`src/rtl/core/hcfb_pkg.sv`:
```
// Shared types, constants and saturation helpers of the HID command frame builder.
package hcfb_pkg;

	localparam logic [7:0] HDR0     = 8'h57;
	localparam logic [7:0] HDR1     = 8'hAB;
	localparam logic [7:0] CMD_INFO = 8'h01;
	localparam logic [7:0] CMD_KEYB = 8'h02;
	localparam logic [7:0] CMD_ABS  = 8'h04;
	localparam logic [7:0] CMD_REL  = 8'h05;

	localparam logic [7:0] ABS_TAG  = 8'h02;
	localparam logic [7:0] REL_TAG  = 8'h01;

	localparam logic [3:0] LEN_INFO = 4'd0;
	localparam logic [3:0] LEN_KEYB = 4'd8;
	localparam logic [3:0] LEN_ABS  = 4'd7;
	localparam logic [3:0] LEN_REL  = 4'd5;

	// Byte position of the first payload byte within a frame
	localparam logic [3:0] PLD_START = 4'd5;

	localparam int unsigned PLD_MAX = 8;

	localparam logic signed [15:0] ABS_MIN = 16'sd1;
	localparam logic signed [15:0] ABS_MAX = 16'sd4095;
	localparam logic signed [15:0] REL_MIN = -16'sd128;
	localparam logic signed [15:0] REL_MAX = 16'sd127;

	typedef enum logic [1:0] {
		OP_INFO = 2'd0,
		OP_KEYB = 2'd1,
		OP_ABS  = 2'd2,
		OP_REL  = 2'd3
	} op_t;

	typedef enum logic {
		ST_IDLE,
		ST_SEND
	} state_t;

	typedef struct packed {
		op_t                op;
		logic signed [15:0] x_coord;
		logic signed [15:0] y_coord;
		logic [7:0]         buttons;
		logic signed [7:0]  wheel;
		logic [7:0]         modifiers;
		logic [7:0]         key_code;
	} cmd_t;

	typedef struct packed {
		logic [7:0] tx_byte;
		logic       last_byte;
	} frame_byte_t;

	function automatic logic [15:0] sat_abs(logic signed [15:0] v);
		logic [15:0] r;
		if (v < ABS_MIN) begin
			r = ABS_MIN;
		end else if (v > ABS_MAX) begin
			r = ABS_MAX;
		end else begin
			r = v;
		end
		return r;
	endfunction

	function automatic logic [7:0] sat_rel(logic signed [15:0] v);
		logic [7:0] r;
		if (v < REL_MIN) begin
			r = REL_MIN[7:0];
		end else if (v > REL_MAX) begin
			r = REL_MAX[7:0];
		end else begin
			r = v[7:0];
		end
		return r;
	endfunction

endpackage

```
`src/rtl/core/hcfb_if.sv`:
```
// Valid/ready channel interfaces of the HID command frame builder.
interface hcfb_cmd_if;
	logic              valid;
	logic              ready;
	hcfb_pkg::cmd_t    payload;
	modport source (output valid, output payload, input ready);
	modport sink (input valid, input payload, output ready);
endinterface

interface hcfb_cfg_if;
	logic       valid;
	logic       ready;
	logic [7:0] payload;
	modport source (output valid, output payload, input ready);
	modport sink (input valid, input payload, output ready);
endinterface

interface hcfb_frame_if;
	logic                  valid;
	logic                  ready;
	hcfb_pkg::frame_byte_t payload;
	modport source (output valid, output payload, input ready);
	modport sink (input valid, input payload, output ready);
endinterface

```
`src/rtl/core/hid_command_frame_builder.sv`:
```
// Top level: turns one HID command into a serial frame, one byte per transfer.
// Each command accepted on cmd produces a frame of 6 (info query), 14 (keyboard),
// 13 (absolute mouse) or 11 (relative mouse) bytes on frame: 0x57, 0xAB, the
// device address, the command code, the payload length, the payload and an
// additive checksum, the last flagged by last_byte. A sequencer walks the byte
// index and one shared 8-bit adder builds the checksum as bytes go out, one byte
// a cycle while frame.ready holds, and cmd.ready stays low until its checksum
// byte is in the output register.
// The device address register is written through cfg and is always ready.
module hid_command_frame_builder (
	input  logic          clk,
	input  logic          arst_n,
	hcfb_cmd_if.sink      cmd,
	hcfb_cfg_if.sink      cfg,
	hcfb_frame_if.source  frame
);
	import hcfb_pkg::*;

	state_t      state_q, state_d;
	logic [7:0]  addr_q;
	logic [7:0]  cmd_code_q;
	logic [3:0]  len_q;
	logic [7:0]  pld_q [PLD_MAX];
	logic [3:0]  idx_q;
	logic [7:0]  sum_q;
	logic [7:0]  tx_byte_q;
	logic        last_q;
	logic        out_valid_q;

	logic        accept;
	logic        load;
	logic        is_last;
	logic [2:0]  pld_idx;
	logic [7:0]  byte_sel;
	logic [7:0]  cmd_code_d;
	logic [3:0]  len_d;
	logic [7:0]  pld_d [PLD_MAX];
	logic [15:0] abs_x, abs_y;
	logic [7:0]  rel_x, rel_y;

	assign accept  = cmd.valid && cmd.ready;
	assign is_last = (idx_q == len_q + PLD_START);
	assign pld_idx = 3'(idx_q - PLD_START);

	// Payload of the incoming command, saturated per mode
	always_comb begin
		abs_x = sat_abs(cmd.payload.x_coord);
		abs_y = sat_abs(cmd.payload.y_coord);
		rel_x = sat_rel(cmd.payload.x_coord);
		rel_y = sat_rel(cmd.payload.y_coord);
		for (int i = 0; i < PLD_MAX; i++) begin
			pld_d[i] = 8'h00;
		end
		unique case (cmd.payload.op)
			OP_INFO: begin
				cmd_code_d = CMD_INFO;
				len_d      = LEN_INFO;
			end
			OP_KEYB: begin
				cmd_code_d = CMD_KEYB;
				len_d      = LEN_KEYB;
				pld_d[0]   = cmd.payload.modifiers;
				pld_d[2]   = cmd.payload.key_code;
			end
			OP_ABS: begin
				cmd_code_d = CMD_ABS;
				len_d      = LEN_ABS;
				pld_d[0]   = ABS_TAG;
				pld_d[1]   = cmd.payload.buttons;
				pld_d[2]   = abs_x[7:0];
				pld_d[3]   = abs_x[15:8];
				pld_d[4]   = abs_y[7:0];
				pld_d[5]   = abs_y[15:8];
				pld_d[6]   = cmd.payload.wheel;
			end
			OP_REL: begin
				cmd_code_d = CMD_REL;
				len_d      = LEN_REL;
				pld_d[0]   = REL_TAG;
				pld_d[1]   = cmd.payload.buttons;
				pld_d[2]   = rel_x;
				pld_d[3]   = rel_y;
				pld_d[4]   = cmd.payload.wheel;
			end
			default: begin
				cmd_code_d = CMD_INFO;
				len_d      = LEN_INFO;
			end
		endcase
	end

	// Byte at the current frame position
	always_comb begin
		if (is_last) begin
			byte_sel = sum_q;
		end else begin
			unique case (idx_q)
				4'd0:    byte_sel = HDR0;
				4'd1:    byte_sel = HDR1;
				4'd2:    byte_sel = addr_q;
				4'd3:    byte_sel = cmd_code_q;
				4'd4:    byte_sel = {4'd0, len_q};
				default: byte_sel = pld_q[pld_idx];
			endcase
		end
	end

	// Next state
	always_comb begin
		state_d = state_q;
		unique case (state_q)
			ST_IDLE: begin
				if (cmd.valid) begin
					state_d = ST_SEND;
				end
			end
			ST_SEND: begin
				if (load && is_last) begin
					state_d = ST_IDLE;
				end
			end
			default: state_d = ST_IDLE;
		endcase
	end

	// Outputs
	always_comb begin
		cmd.ready             = (state_q == ST_IDLE);
		cfg.ready             = 1'b1;
		load                  = (state_q == ST_SEND) && (!out_valid_q || frame.ready);
		frame.valid           = out_valid_q;
		frame.payload.tx_byte = tx_byte_q;
		frame.payload.last_byte = last_q;
	end

	always_ff @(posedge clk or negedge arst_n) begin
		if (!arst_n) begin
			state_q     <= ST_IDLE;
			out_valid_q <= 1'b0;
			addr_q      <= 8'h00;
			idx_q       <= 4'd0;
		end else begin
			state_q <= state_d;
			if (cfg.valid) begin
				addr_q <= cfg.payload;
			end
			if (accept) begin
				idx_q <= 4'd0;
			end else if (load) begin
				idx_q <= idx_q + 4'd1;
			end
			if (load) begin
				out_valid_q <= 1'b1;
			end else if (frame.ready) begin
				out_valid_q <= 1'b0;
			end
		end
	end

	always_ff @(posedge clk) begin
		if (accept) begin
			cmd_code_q <= cmd_code_d;
			len_q      <= len_d;
			pld_q      <= pld_d;
			sum_q      <= 8'h00;
		end else if (load) begin
			// advance the running checksum with the byte being loaded into the output register
			sum_q <= sum_q + byte_sel;
		end
		if (load) begin
			tx_byte_q <= byte_sel;
			last_q    <= is_last;
		end
	end

endmodule
```
`src/flat_wrapper.sv`:
```
// flat-port wrapper written by rule: the top's interface ports become plain ports
module hid_command_frame_builder_flat import hcfb_pkg::*;
  (clk, arst_n, cmd_valid, cmd_payload, cmd_ready, cfg_valid, cfg_payload, cfg_ready, frame_valid, frame_payload, frame_ready);
  hcfb_cmd_if cmd_i ();
  hcfb_cfg_if cfg_i ();
  hcfb_frame_if frame_i ();
  input  logic clk;
  input  logic arst_n;
  input wire logic [$bits(cmd_i.valid)-1:0] cmd_valid;
  input wire logic [$bits(cmd_i.payload)-1:0] cmd_payload;
  output wire logic [$bits(cmd_i.ready)-1:0] cmd_ready;
  input wire logic [$bits(cfg_i.valid)-1:0] cfg_valid;
  input wire logic [$bits(cfg_i.payload)-1:0] cfg_payload;
  output wire logic [$bits(cfg_i.ready)-1:0] cfg_ready;
  output wire logic [$bits(frame_i.valid)-1:0] frame_valid;
  output wire logic [$bits(frame_i.payload)-1:0] frame_payload;
  input wire logic [$bits(frame_i.ready)-1:0] frame_ready;
  assign cmd_i.valid = cmd_valid;
  assign cmd_i.payload = cmd_payload;
  assign cmd_ready = cmd_i.ready;
  assign cfg_i.valid = cfg_valid;
  assign cfg_i.payload = cfg_payload;
  assign cfg_ready = cfg_i.ready;
  assign frame_valid = frame_i.valid;
  assign frame_payload = frame_i.payload;
  assign frame_i.ready = frame_ready;
  hid_command_frame_builder u_core (.clk(clk), .arst_n(arst_n), .cmd(cmd_i), .cfg(cfg_i), .frame(frame_i));
endmodule
```
`config.mk`:
```
export PLATFORM = sky130hd
export DESIGN_NAME = hid_command_frame_builder_flat
export DESIGN_NICKNAME = d
export VERILOG_FILES = /design/src/rtl/core/hcfb_pkg.sv /design/src/rtl/core/hcfb_if.sv /design/src/rtl/core/hid_command_frame_builder.sv /design/src/flat_wrapper.sv
export SDC_FILE = /design/constraint.sdc
export NUM_CORES = 1
export LEC_CHECK = 0
export BUFFER_PORTS_ARGS = -buffer_cell sky130_fd_sc_hd__buf_2
export CAP_MARGIN = 20
export CELL_PAD_IN_SITES_DETAIL_PLACEMENT = 1
export CELL_PAD_IN_SITES_GLOBAL_PLACEMENT = 2
export CORE_MARGIN = 2
export CORE_UTILIZATION = 39
export CTS_CLUSTER_SIZE = 12
export DETAILED_ROUTE_END_ITERATION = 8
export HOLD_SLACK_MARGIN = 0.1
export PLACE_DENSITY = 0.93
export SYNTH_ARGS = -nofsm -noshare
export SYNTH_HDL_FRONTEND = slang
export SYNTH_SLANG_ARGS = --single-unit
```
`constraint.sdc`:
```
create_clock -name clk -period 7.7 [get_ports clk]
set_clock_uncertainty 0.15 [all_clocks]
set_input_delay 0.77 -clock clk [delete_from_list [all_inputs] [get_ports clk]]
set_output_delay 0.77 -clock clk [all_outputs]
set_load 0.02 [all_outputs]
```
==> results of run 1 <==
per-stage QoR:
step                utilization  instance area [sq um]
floorplan                     -                   5060
global placement          0.441                   5560
detailed placement        0.441                   5560
CTS                       0.462                   5830
global route              0.462                   5830
finish                    0.462                   5830
worst min path at each step:
stage / from / endpoint / slack (ns)
floorplan: u_core.sum_q[0] / u_core.sum_q[0] / 0.30
global placement: u_core.sum_q[0] / u_core.sum_q[0] / 0.32
detailed placement: u_core.sum_q[0] / u_core.sum_q[0] / 0.34
CTS: arst_n / u_core.idx_q[1] / 0.16
global route: arst_n / u_core.idx_q[0] / 0.17
finish: arst_n / u_core.idx_q[0] / 0.16
area by class of cell:
cell class	instances	area (sq um)	area share
Tap cell	172	215	0.0369
Multi-Input combinational cell	330	2250	0.386
Sequential cell	91	2580	0.443
Inverter	16	60.1	0.0103
Clock inverter	7	43.8	0.00751
Timing Repair Buffer	90	453	0.0777
Clock buffer	9	225	0.0386
layout by cell type (no fill, tap or decap), drive strengths merged, types with 4 or more instances in the layout:
master	n
edfxtp	69
nor3	5
buf	90
clkinv	7
nor4	4
nor2b	11
dfxtp	8
dfrtp	14
mux4	7
nand2	57
inv	15
xnor2	5
nand3	14
a31oi	14
xor2	7
ha	18
clkbuf	9
o21a	5
nand4	5
a211oi	5
and2	19
a21oi	15
mux2	14
nor2	28
conb	5
mux2i	11
o21ai	44
sequential cells by signal, summed over array words and instances, names as in the netlist:
| name | cells |
|---|---|
| u_core.sum_q | 8 |
| u_core.tx_byte_q | 8 |
| u_core.state_q | 1 |
| u_core.idx_q | 4 |
| u_core.frame.valid | 1 |
| u_core.last_q | 1 |
| u_core.addr_q | 8 |
| u_core.len_q | 2 |
| u_core.pld_q | 56 |
| u_core.cmd_code_q | 2 |
cell families (layout without fill, tap and decap cells):
family          count (synthesis)  in the layout  synth area share
other cells                     2              5           0.00149
simple gates                  153            153             0.147
fa+ha+maj                      19             19            0.0486
flops                          91             91             0.511
compound gates                109            109             0.137
xor+xnor                       12             12            0.0245
mux                            32             32            0.0850
buf+inv                        40            122            0.0453
layer usage:
layer	up-vias	wire, um
met5	-	0
met4	0	366
met3	27	661
met2	116	6430
met1	1866	5680
li1	1840	-
power breakdown:
part / switching (W) / internal [W]
combinational: 0.000745 / 0.000568
sequential: 0.0000879 / 0.000656
clock: 0.000192 / 0.000218
total: 0.00103 / 0.00144
==> summary.txt, run 1 <==
Critical path
  – Critical Path AT: 5.98 ns
  – Stages on the worst setup path: 14
  – Crit-path slowest cell: dfrtp_1
  – Worst r2r src: u_core.idx_q[0]
  – Crit-path cells: clkinv_1, ha_1, xnor2_4, mux4_2, o21ai_0, a22oi_1, mux2_2, ha_1, a21oi_1, o21ai_0, a2111oi_2, o2111ai_1, mux2_4, nand3_2
  – WP data required: 7.84 ns
  – Critical Path Start: u_core.idx_q[0]
  – Worst path max stage delay: 0.87 ns
  – Top Family by Delay on Critical Path: compound AO/OA/AOI/OAI gates
  – Startpoint types: flop
  – Reg2reg setup slack: 1.87 ns
  – Reg2reg path depth: 14
  – Worst setup EP type: flop
  – CP max FO: 22
  – Setup CP Type: reg -> reg
  – Buf/Inv on CP: 1
  – Worst Setup EP: u_core.sum_q[7]
  – R2r endpoint: u_core.sum_q[7]

Pwr
  – VDD IR max: 0.140 mV
  – Pwr Total: 0.00247 W
  – Static leakage: 2.32 nW
  – Pwr Density: 423 mW/mm^2

GRT
  – First-pass GRT wire length: 21.1 mm
  – Initial antenna violation count: 0
  – Busiest grt layer: met2
  – Remaining global-route overflow: 0
  – Vias in the first global route: 3,967
  – GR met1 Demand/Resource: 0.240
  – Routing usage on met2: 0.329
  – Global Route Usage Sum: 0.197
  – Maximum number of pins on one net before global-route repair: 64
  – Met3 usage: 0.0543

Synth
  – Post-synth top area cell: edfxtp_1
  – Post-synth cell types: 63
  – Synth Warn #: 0
  – Most frequent cell after synthesis: edfxtp_1
  – Fraction of registers with async set/reset: 0.154
  – #FFs+latches synth: 91
  – Commonest cells in the netlist: edfxtp_1 (69), nand2_1 (57), o21ai_0 (33)
  – Area contributors post-synth: edfxtp_1 (41%), dfrtp_1 (6.9%), ha_1 (4.5%)
  – Area of the mapped netlist: 0.00505 sq mm
  – Ys flop type: edfxtp_1
  – Synth Area per Inst: 11.0 sq um
  – Number of synthesized flops with an enable pin: 69
  – Share of the synthesized area in the top cell type: 0.410
  – Sequential fraction of the synthesis area: 0.511
  – Syn Inst Count: 458

STA
  – Period utilization: 0.758
  – Final WS setup: 1.87 ns
  – Fin Setup TNS: 0 ns
  – Final Hold Vio Count: 0
  – Final setup fails: 0
  – Fmax: 0.171 GHz
  – Slew HR: 0.454
  – Worst-Margin Slew: 0.818 ns
  – Hold WS: 0.163 ns
  – Slew Limit Fails: 0
  – Final min period: 5.83 ns
  – RSZ-0062 raised after global routing: false

Run
  – Max_cap viols: 0

Clock network
  – Hold-fix buffers at CTS: 0
  – Number of post-CTS setup repair buffers: 0
  – Max Buffers Root-to-Sink: 2
  – CTS tree: built
  – Cts repair resizes: 0
  – Root buffer cell: clkbuf_16
  – H-tree levels: 3
  – Clk_lat worst skew: 0.35 ns
  – Clock transition at path regs: 0.07 ns
  – Clock sink count: 91
  – Num CTS Buffers: 9

Drt
  – Drt first pass iters: 4
  – WL/cell: 18.4 um
  – Routed wire length: 13.1 mm
  – Vias per inst: 5.38
  – Initial drt markers: 277
  – Remaining DRCs: 0
  – Via count: 3,849
  – Detail Route Antenna Nets: 0

Die
  – Die X: 118 um
  – DIE AREA: 0.0139 sq mm
  – Io pins: 91
  – Initial Util: 0.400
  – Site row count: 41
  – Die span in y: 118 um
  – Area of the core: 0.0126 sq mm

Finish
  – Layout cells sized above 1: 0.254
  – # nets final: 636
  – ANT cells: 0
  – FILL cells: 1,456
  – Area grow syn2layout: 15.4%
  – Post-route insts no fill: 715

Outcome
  – Status: finished clean

Placed design
  – PortBufs: 89
  – DP Worst Slack: 1.89 ns
  – Routability cong.: 0.845
  – Inst Count DP: 699
  – Post-DP HPWL: 9.95 mm

Min path
  – Worst min path class: in -> async
Note: power is estimated with default switching activity, not from simulation.
==> inputs of run 2 (changes only) <==
--- a/config.mk
+++ b/config.mk
@@ -5,16 +5,17 @@
 export SDC_FILE = /design/constraint.sdc
 export NUM_CORES = 1
 export LEC_CHECK = 0
+export ABC_AREA = 1
 export BUFFER_PORTS_ARGS = -buffer_cell sky130_fd_sc_hd__buf_2
 export CAP_MARGIN = 20
 export CELL_PAD_IN_SITES_DETAIL_PLACEMENT = 1
 export CELL_PAD_IN_SITES_GLOBAL_PLACEMENT = 2
 export CORE_MARGIN = 2
-export CORE_UTILIZATION = 39
+export CORE_UTILIZATION = 33
 export CTS_CLUSTER_SIZE = 12
 export DETAILED_ROUTE_END_ITERATION = 8
 export HOLD_SLACK_MARGIN = 0.1
-export PLACE_DENSITY = 0.93
+export PLACE_DENSITY = 0.88
 export SYNTH_ARGS = -nofsm -noshare
 export SYNTH_HDL_FRONTEND = slang
 export SYNTH_SLANG_ARGS = --single-unit
==> constraint.sdc (replaced) <==
create_clock -name clk -period 5.81 [get_ports clk]
set_clock_uncertainty 0.15 [all_clocks]
set_input_delay 0.581 -clock clk [delete_from_list [all_inputs] [get_ports clk]]
set_output_delay 0.581 -clock clk [all_outputs]
set_load 0.02 [all_outputs]
==> summary.txt, run 2 <==
Outcome
  – Status: finished clean

Finish
  – # nets final: 792
  – Post-route insts no fill: 887
  – Layout cells sized above 1: 0.167
  – Most common cell after layout, fill and taps aside: nand2_1
  – FILL cells: 1,848
  – Most frequent cells in the layout: nand2_1 (147), buf_2 (89), inv_1 (84)
  – Top reg by flops: u_core.pld_q
  – Area grow syn2layout: 17.9%
  – ANT cells: 0
  – Final Util: 0.396
  – Max reg flops: 56

STA
  – Fin Setup TNS: 0 ns
  – Final setup fails: 0
  – RSZ-0062 raised after global routing: false
  – Fmax: 0.243 GHz
  – Slew HR: 0.378
  – Hold WS: 0.293 ns
  – Final Hold Vio Count: 0
  – Final min period: 4.11 ns
  – Slew Limit Fails: 0
  – Worst-Margin Slew: 0.930 ns
  – Period utilization: 0.708

Clock network
  – Clock transition at path regs: 0.07 ns
  – CTS tree: built
  – H-tree levels: 3
  – Num CTS Buffers: 9
  – Clock sink count: 91
  – Number of post-CTS setup repair buffers: 0
  – Max Buffers Root-to-Sink: 2
  – Root buffer cell: clkbuf_16
  – Clk_lat worst skew: 0.34 ns

Critical path
  – WP data required: 5.90 ns
  – Worst setup EP type: flop
  – CP max FO: 28
  – Setup CP Type: reg -> reg
  – Reg2reg path depth: 18
  – Critical Path AT: 4.21 ns
  – Startpoint types: flop

Min path
  – Hold depth: 3
  – Worst min path class: in -> reg

Synth
  – Synth Area per Inst: 8.32 sq um
  – Area of the mapped netlist: 0.00506 sq mm
  – Area contributors post-synth: edfxtp_1 (41%), nand2_1 (11%), dfrtp_1 (6.9%)
  – Post-synth top area cell: edfxtp_1
  – Synth Warn #: 0
  – Syn Inst Count: 609
  – Number of synthesized flops with an enable pin: 69
  – Sequential fraction of the synthesis area: 0.510
  – Post-synth cell types: 37
  – #FFs+latches synth: 91
  – Share of the synthesized area in the top cell type: 0.409
  – Commonest cells in the netlist: nand2_1 (147), inv_1 (85), edfxtp_1 (69)
  – Most frequent cell after synthesis: nand2_1
  – Fraction of registers with async set/reset: 0.154
  – Ys flop type: edfxtp_1

Drt
  – Remaining DRCs: 0
  – Initial drt markers: 258
  – Vias per inst: 4.96
  – WL/cell: 15.8 um
  – Drt first pass iters: 5
  – Via count: 4,401
  – Routed wire length: 14.0 mm
  – Detail Route Antenna Nets: 0

Die
  – Die span in y: 128 um
  – DIE AREA: 0.0164 sq mm
  – Initial Util: 0.336
  – Die X: 128 um
  – Site row count: 45
  – Io pins: 91
  – Area of the core: 0.0151 sq mm

Placed design
  – Post-DP HPWL: 10.8 mm
  – PortBufs: 89
  – Inst Count DP: 870
  – Routability cong.: 0.865

Pwr
  – Clock power frac: 0.162
  – Sw Ratio: 0.459
  – VDD IR max: 0.195 mV
  – Pwr Density: 564 mW/mm^2
  – Flop pwr share: 0.291
  – Pwr Total: 0.00337 W
  – Logic pwr share: 0.546
  – Switch Pwr: 0.00154 W
  – Static leakage: 2.82 nW
  – Cell Int Power: 0.00182 W

GRT
  – Vias in the first global route: 4,695
  – Global Route Usage Sum: 0.178
  – Initial antenna violation count: 0
  – Maximum number of pins on one net before global-route repair: 62
  – First-pass GRT wire length: 23.1 mm
  – Remaining global-route overflow: 0

Run
  – Max_cap viols: 0
## run 2: kinds of logic after synthesis
kind of cell,share of synthesized area
and+or+nand+nor,0.225
AOI/OAI and AO/OA,0.121
buffers and inverters,0.0835
DFF,0.510
adders and majority gates,0.0484
xor gates and xnor gates,0.00865
other,0.00148
muxes,0.00222
## run 2: final cells by class
cell class	count	area [sq um]	share of cell area
sequential	91	2580	0.433
multi-input combinational	412	2070	0.347
timing repair buffer	93	478	0.0801
inverter	87	327	0.0547
tap	188	235	0.0394
clock buffer	9	225	0.0377
clock inverter	7	52.6	0.00880
## run 2: repair_timing
action | in CTS | in global routing
gates resized for setup | 0 | 0
endpoints found under the hold margin | 14 | 0
hold buffers | 1 | 0
endpoints found under the setup margin | 0 | 0
## run 2: final timing paths
| check | from | slack, ns | to |
|---|---|---|---|
| worst min register to register | u_core.frame.valid | 0.35 | u_core.frame.valid |
| min in group asynchronous | arst_n | 0.52 | u_core.addr_q[5] |
| worst min-delay path | cfg_payload[0] | 0.29 | u_core.addr_q[0] |
| max in group asynchronous | arst_n | 4.74 | u_core.idx_q[0] |
| worst max-delay path | u_core.idx_q[0] | 1.70 | u_core.sum_q[7] |
| worst max register to register | u_core.idx_q[0] | 1.70 | u_core.sum_q[7] |
## run 2: through the flow
| stage | worst slack (ns) | cell area [sq um] |
|---|---|---|
| final | 1.70 | 5970 |
| after global placement | 1.93 | 5680 |
| after global routing | 1.26 | 5970 |
| after floorplan | 2.25 | 5080 |
| after detailed placement | 1.75 | 5680 |
| after CTS | 1.69 | 5970 |
## run 2: critical path: stages (launching register included)
cell	delay (ns)
dfrtp_1	0.35
clkinv_1	0.06
buf_4	0.22
ha_1	0.75
inv_1	0.34
nand3_1	0.18
nand3_1	0.08
o311ai_0	0.16
o311ai_0	0.23
o21ai_0	0.24
ha_1	0.32
nand3_1	0.09
nand2_1	0.10
a31oi_1	0.27
nand3_1	0.15
nand2_1	0.09
nor2_1	0.06
nor2_1	0.08
nor2_1	0.05
## run 2: power groups by stage
stage / Clock (W) / Sequential [W] / Combinational [W]
3_5_place_dp: 0 / 0.000994 / 0.00182
2_1_floorplan: 0 / 0.00101 / 0.00130
4_1_cts: 0.000557 / 0.000981 / 0.00184
5_1_grt: 0.000578 / 0.000994 / 0.00208
3_3_place_gp: 0 / 0.000985 / 0.00174
6_report: 0.000546 / 0.000980 / 0.00184
## run 2: layer usage
metal	vias up	part of all wire	GRT usage	wire, um
met4	0	0.028	0.0763	395
met5	-	0	0	0
met2	122	0.49	0.313	6840
met1	2059	0.44	0.218	6190
met3	27	0.042	0.0250	582
li1	2193	-	-	-
==> inputs of run 3 (changes only) <==
--- a/config.mk
+++ b/config.mk
@@ -5,7 +5,7 @@
 export SDC_FILE = /design/constraint.sdc
 export NUM_CORES = 1
 export LEC_CHECK = 0
-export ABC_AREA = 1
+export ABC_AREA = 0
 export BUFFER_PORTS_ARGS = -buffer_cell sky130_fd_sc_hd__buf_2
 export CAP_MARGIN = 20
 export CELL_PAD_IN_SITES_DETAIL_PLACEMENT = 1
@@ -15,7 +15,7 @@
 export CTS_CLUSTER_SIZE = 12
 export DETAILED_ROUTE_END_ITERATION = 8
 export HOLD_SLACK_MARGIN = 0.1
-export PLACE_DENSITY = 0.88
+export PLACE_DENSITY = 0.85
 export SYNTH_ARGS = -nofsm -noshare
 export SYNTH_HDL_FRONTEND = slang
 export SYNTH_SLANG_ARGS = --single-unit
==> constraint.sdc (replaced) <==
create_clock -name clk -period 3.5 [get_ports clk]
set_clock_uncertainty 0.15 [all_clocks]
set_input_delay 0.35 -clock clk [delete_from_list [all_inputs] [get_ports clk]]
set_output_delay 0.35 -clock clk [all_outputs]
set_load 0.02 [all_outputs]
==> summary.txt, run 3 (synthesized netlist as in run 1, its figures left out) <==
Critical path
  – Crit-path cells: clkinv_4, ha_4, xnor2_4, buf_6, mux4_2, o21ai_2, a22oi_1, mux2_4, ha_4, a21oi_4, o21ai_4, a2111oi_4, buf_4, nor4_2, mux2i_1, nand3_2
  – Worst setup EP type: flop
  – Critical Path Start: u_core.idx_q[0]
  – Crit-path slowest cell: dfrtp_1
  – CP max FO: 6
  – Critical Path AT: 3.74 ns
  – Worst path max stage delay: 0.41 ns
  – Reg2reg setup slack: -0.17 ns
  – Setup CP Type: reg -> reg
  – Worst path most repeated cell: ha_4
  – WP data required: 3.57 ns
  – Startpoint types: flop
  – Worst r2r src: u_core.idx_q[0]

STA
  – Fmax: 0.272 GHz
  – RSZ-0062 raised after global routing: true
  – Slew HR: 0.510
  – Final WS setup: -0.171 ns
  – Slew Limit Fails: 0
  – Final min period: 3.67 ns
  – Worst-Margin Slew: 0.732 ns
  – Final Hold Vio Count: 0
  – Final setup fails: 3
  – Period utilization: 1.05
  – Hold WS: 0.117 ns

Finish
  – # nets final: 704
  – Multi-input logic area: 0.00245 sq mm
  – Top reg by flops: u_core.pld_q
  – Layout cells sized above 1: 0.368
  – Final Util: 0.441
  – Register area: 0.00258 sq mm
  – Most frequent cells in the layout: buf_2 (89), edfxtp_1 (69), nand2_1 (56)
  – FILL cells: 1,691
  – ANT cells: 0
  – Area grow syn2layout: 31.8%
  – Max reg flops: 56
  – Post-route insts no fill: 799
  – Most common cell after layout, fill and taps aside: buf_2

Pwr
  – Logic pwr share: 0.663
  – VDD IR max: 0.445 mV
  – Flop pwr share: 0.208
  – Cell Int Power: 0.00461 W
  – Static leakage: 2.70 nW
  – Pwr Total: 0.00759 W
  – Sw Ratio: 0.393
  – Clock power frac: 0.129
  – Switch Pwr: 0.00298 W
  – Pwr Density: 1140 mW/mm^2

Die
  – Die span in y: 128 um
  – DIE AREA: 0.0163 sq mm
  – Area of the core: 0.0151 sq mm
  – Site row count: 45
  – Initial Util: 0.335
  – Die X: 128 um
  – Io pins: 91

Placed design
  – Inst Count DP: 754
  – Routability cong.: 0.864
  – Post-DP HPWL: 10.5 mm
  – DP Worst Slack: -0.273 ns
  – PortBufs: 89

Run
  – Max_cap viols: 0

GRT
  – Global Route Usage Sum: 0.178
  – Remaining global-route overflow: 0
  – Initial antenna violation count: 0
  – Maximum number of pins on one net before global-route repair: 41
  – First-pass GRT wire length: 22.6 mm
  – Vias in the first global route: 4,385

Min path
  – Hold Startpoint: cfg_payload[4]
  – Worst min path class: in -> reg

Clock network
  – Max Buffers Root-to-Sink: 2
  – CTS tree: built
  – Num CTS Buffers: 9
  – Root buffer cell: clkbuf_16
  – H-tree levels: 3
  – Clock transition at path regs: 0.07 ns
  – Clock sink count: 91
  – Clk_lat worst skew: 0.34 ns

Drt
  – Drt first pass iters: 4
  – Via count: 4,077
  – Remaining DRCs: 0
  – Vias per inst: 5.10
  – Routed wire length: 14.3 mm
  – Detail Route Antenna Nets: 0
  – Initial drt markers: 190
  – WL/cell: 17.9 um

Outcome
  – Status: finished, violations left
  – Failing checks: setup timing
[run 3: cell count changes in the layout (fill, tap and decap cells not counted), moves of 18 or more]
cell     before  now
nand2_1     147   56
inv_1        84   10
buf_4         3   54
o21ai_0      61   26
nand3_1      47   13
nor2_1       59   25
a21oi_1      28   10
and2_1        0   18
[run 3: layout make-up]
| class | count | share of cell area |
|---|---|---|
| sequential | 91 | 0.388 |
| tap | 188 | 0.0353 |
| clock inverter | 6 | 0.0105 |
| clock buffer | 10 | 0.0344 |
| multi-input combinational | 330 | 0.368 |
| timing repair buffer | 158 | 0.154 |
| inverter | 16 | 0.00977 |
[run 3: worst max-delay path: cells and delay by family, from the launching register on]
family | cells | cell delay [ns]
adder cells (fa/ha/maj) | 2 | 0.41
XOR/XNOR | 1 | 0.21
buffers and inverters | 3 | 0.44
flip-flops | 1 | 0.41
multiplexers | 3 | 0.82
AO/OA/AOI/OAI | 5 | 0.95
AND/OR/NAND/NOR | 2 | 0.14
[run 3: what timing repair did]
action,in CTS,in global routing
hold buffers,8,0
pin swaps,11,13
endpoints found under the hold margin,21,0
resized for setup,18,19
gates cloned,0,0
setup buffers,16,5
endpoints found under the setup margin,2,4
[run 3: through the flow]
stage	setup TNS, ns	area, sq um
after global routing	-0.877	6660
after detailed placement	-0.354	5970
after global placement	-0.107	5970
after CTS	-0.137	6540
final	-0.298	6660
after floorplan	-0.245	5160
[run 3: power groups by stage]
stage / Combinational (W) / Clock [W] / Sequential, W
6_report: 0.00503 / 0.000980 / 0.00158
5_1_grt: 0.00546 / 0.00105 / 0.00160
4_1_cts: 0.00453 / 0.00101 / 0.00158
3_5_place_dp: 0.00389 / 0 / 0.00159
3_3_place_gp: 0.00374 / 0 / 0.00158
2_1_floorplan: 0.00262 / 0 / 0.00162
[run 3: worst paths after layout]
path / cells past startpoint / to
setup / recovery: 16 / u_core.sum_q[7]
hold / removal: 2 / u_core.addr_q[4]
setup reg to reg: 16 / u_core.sum_q[7]
hold reg to reg: 2 / u_core.sum_q[6]
max in group asynchronous: 2 / u_core.idx_q[2]
min in group asynchronous: 2 / u_core.idx_q[3]
[run 3: per-layer routing]
layer,up-vias,wire (um),global-route usage
met3,27,500,0.0355
met1,1979,6250,0.218
met4,0,335,0.0601
met2,104,7230,0.315
met5,-,0,0
li1,1967,-,-
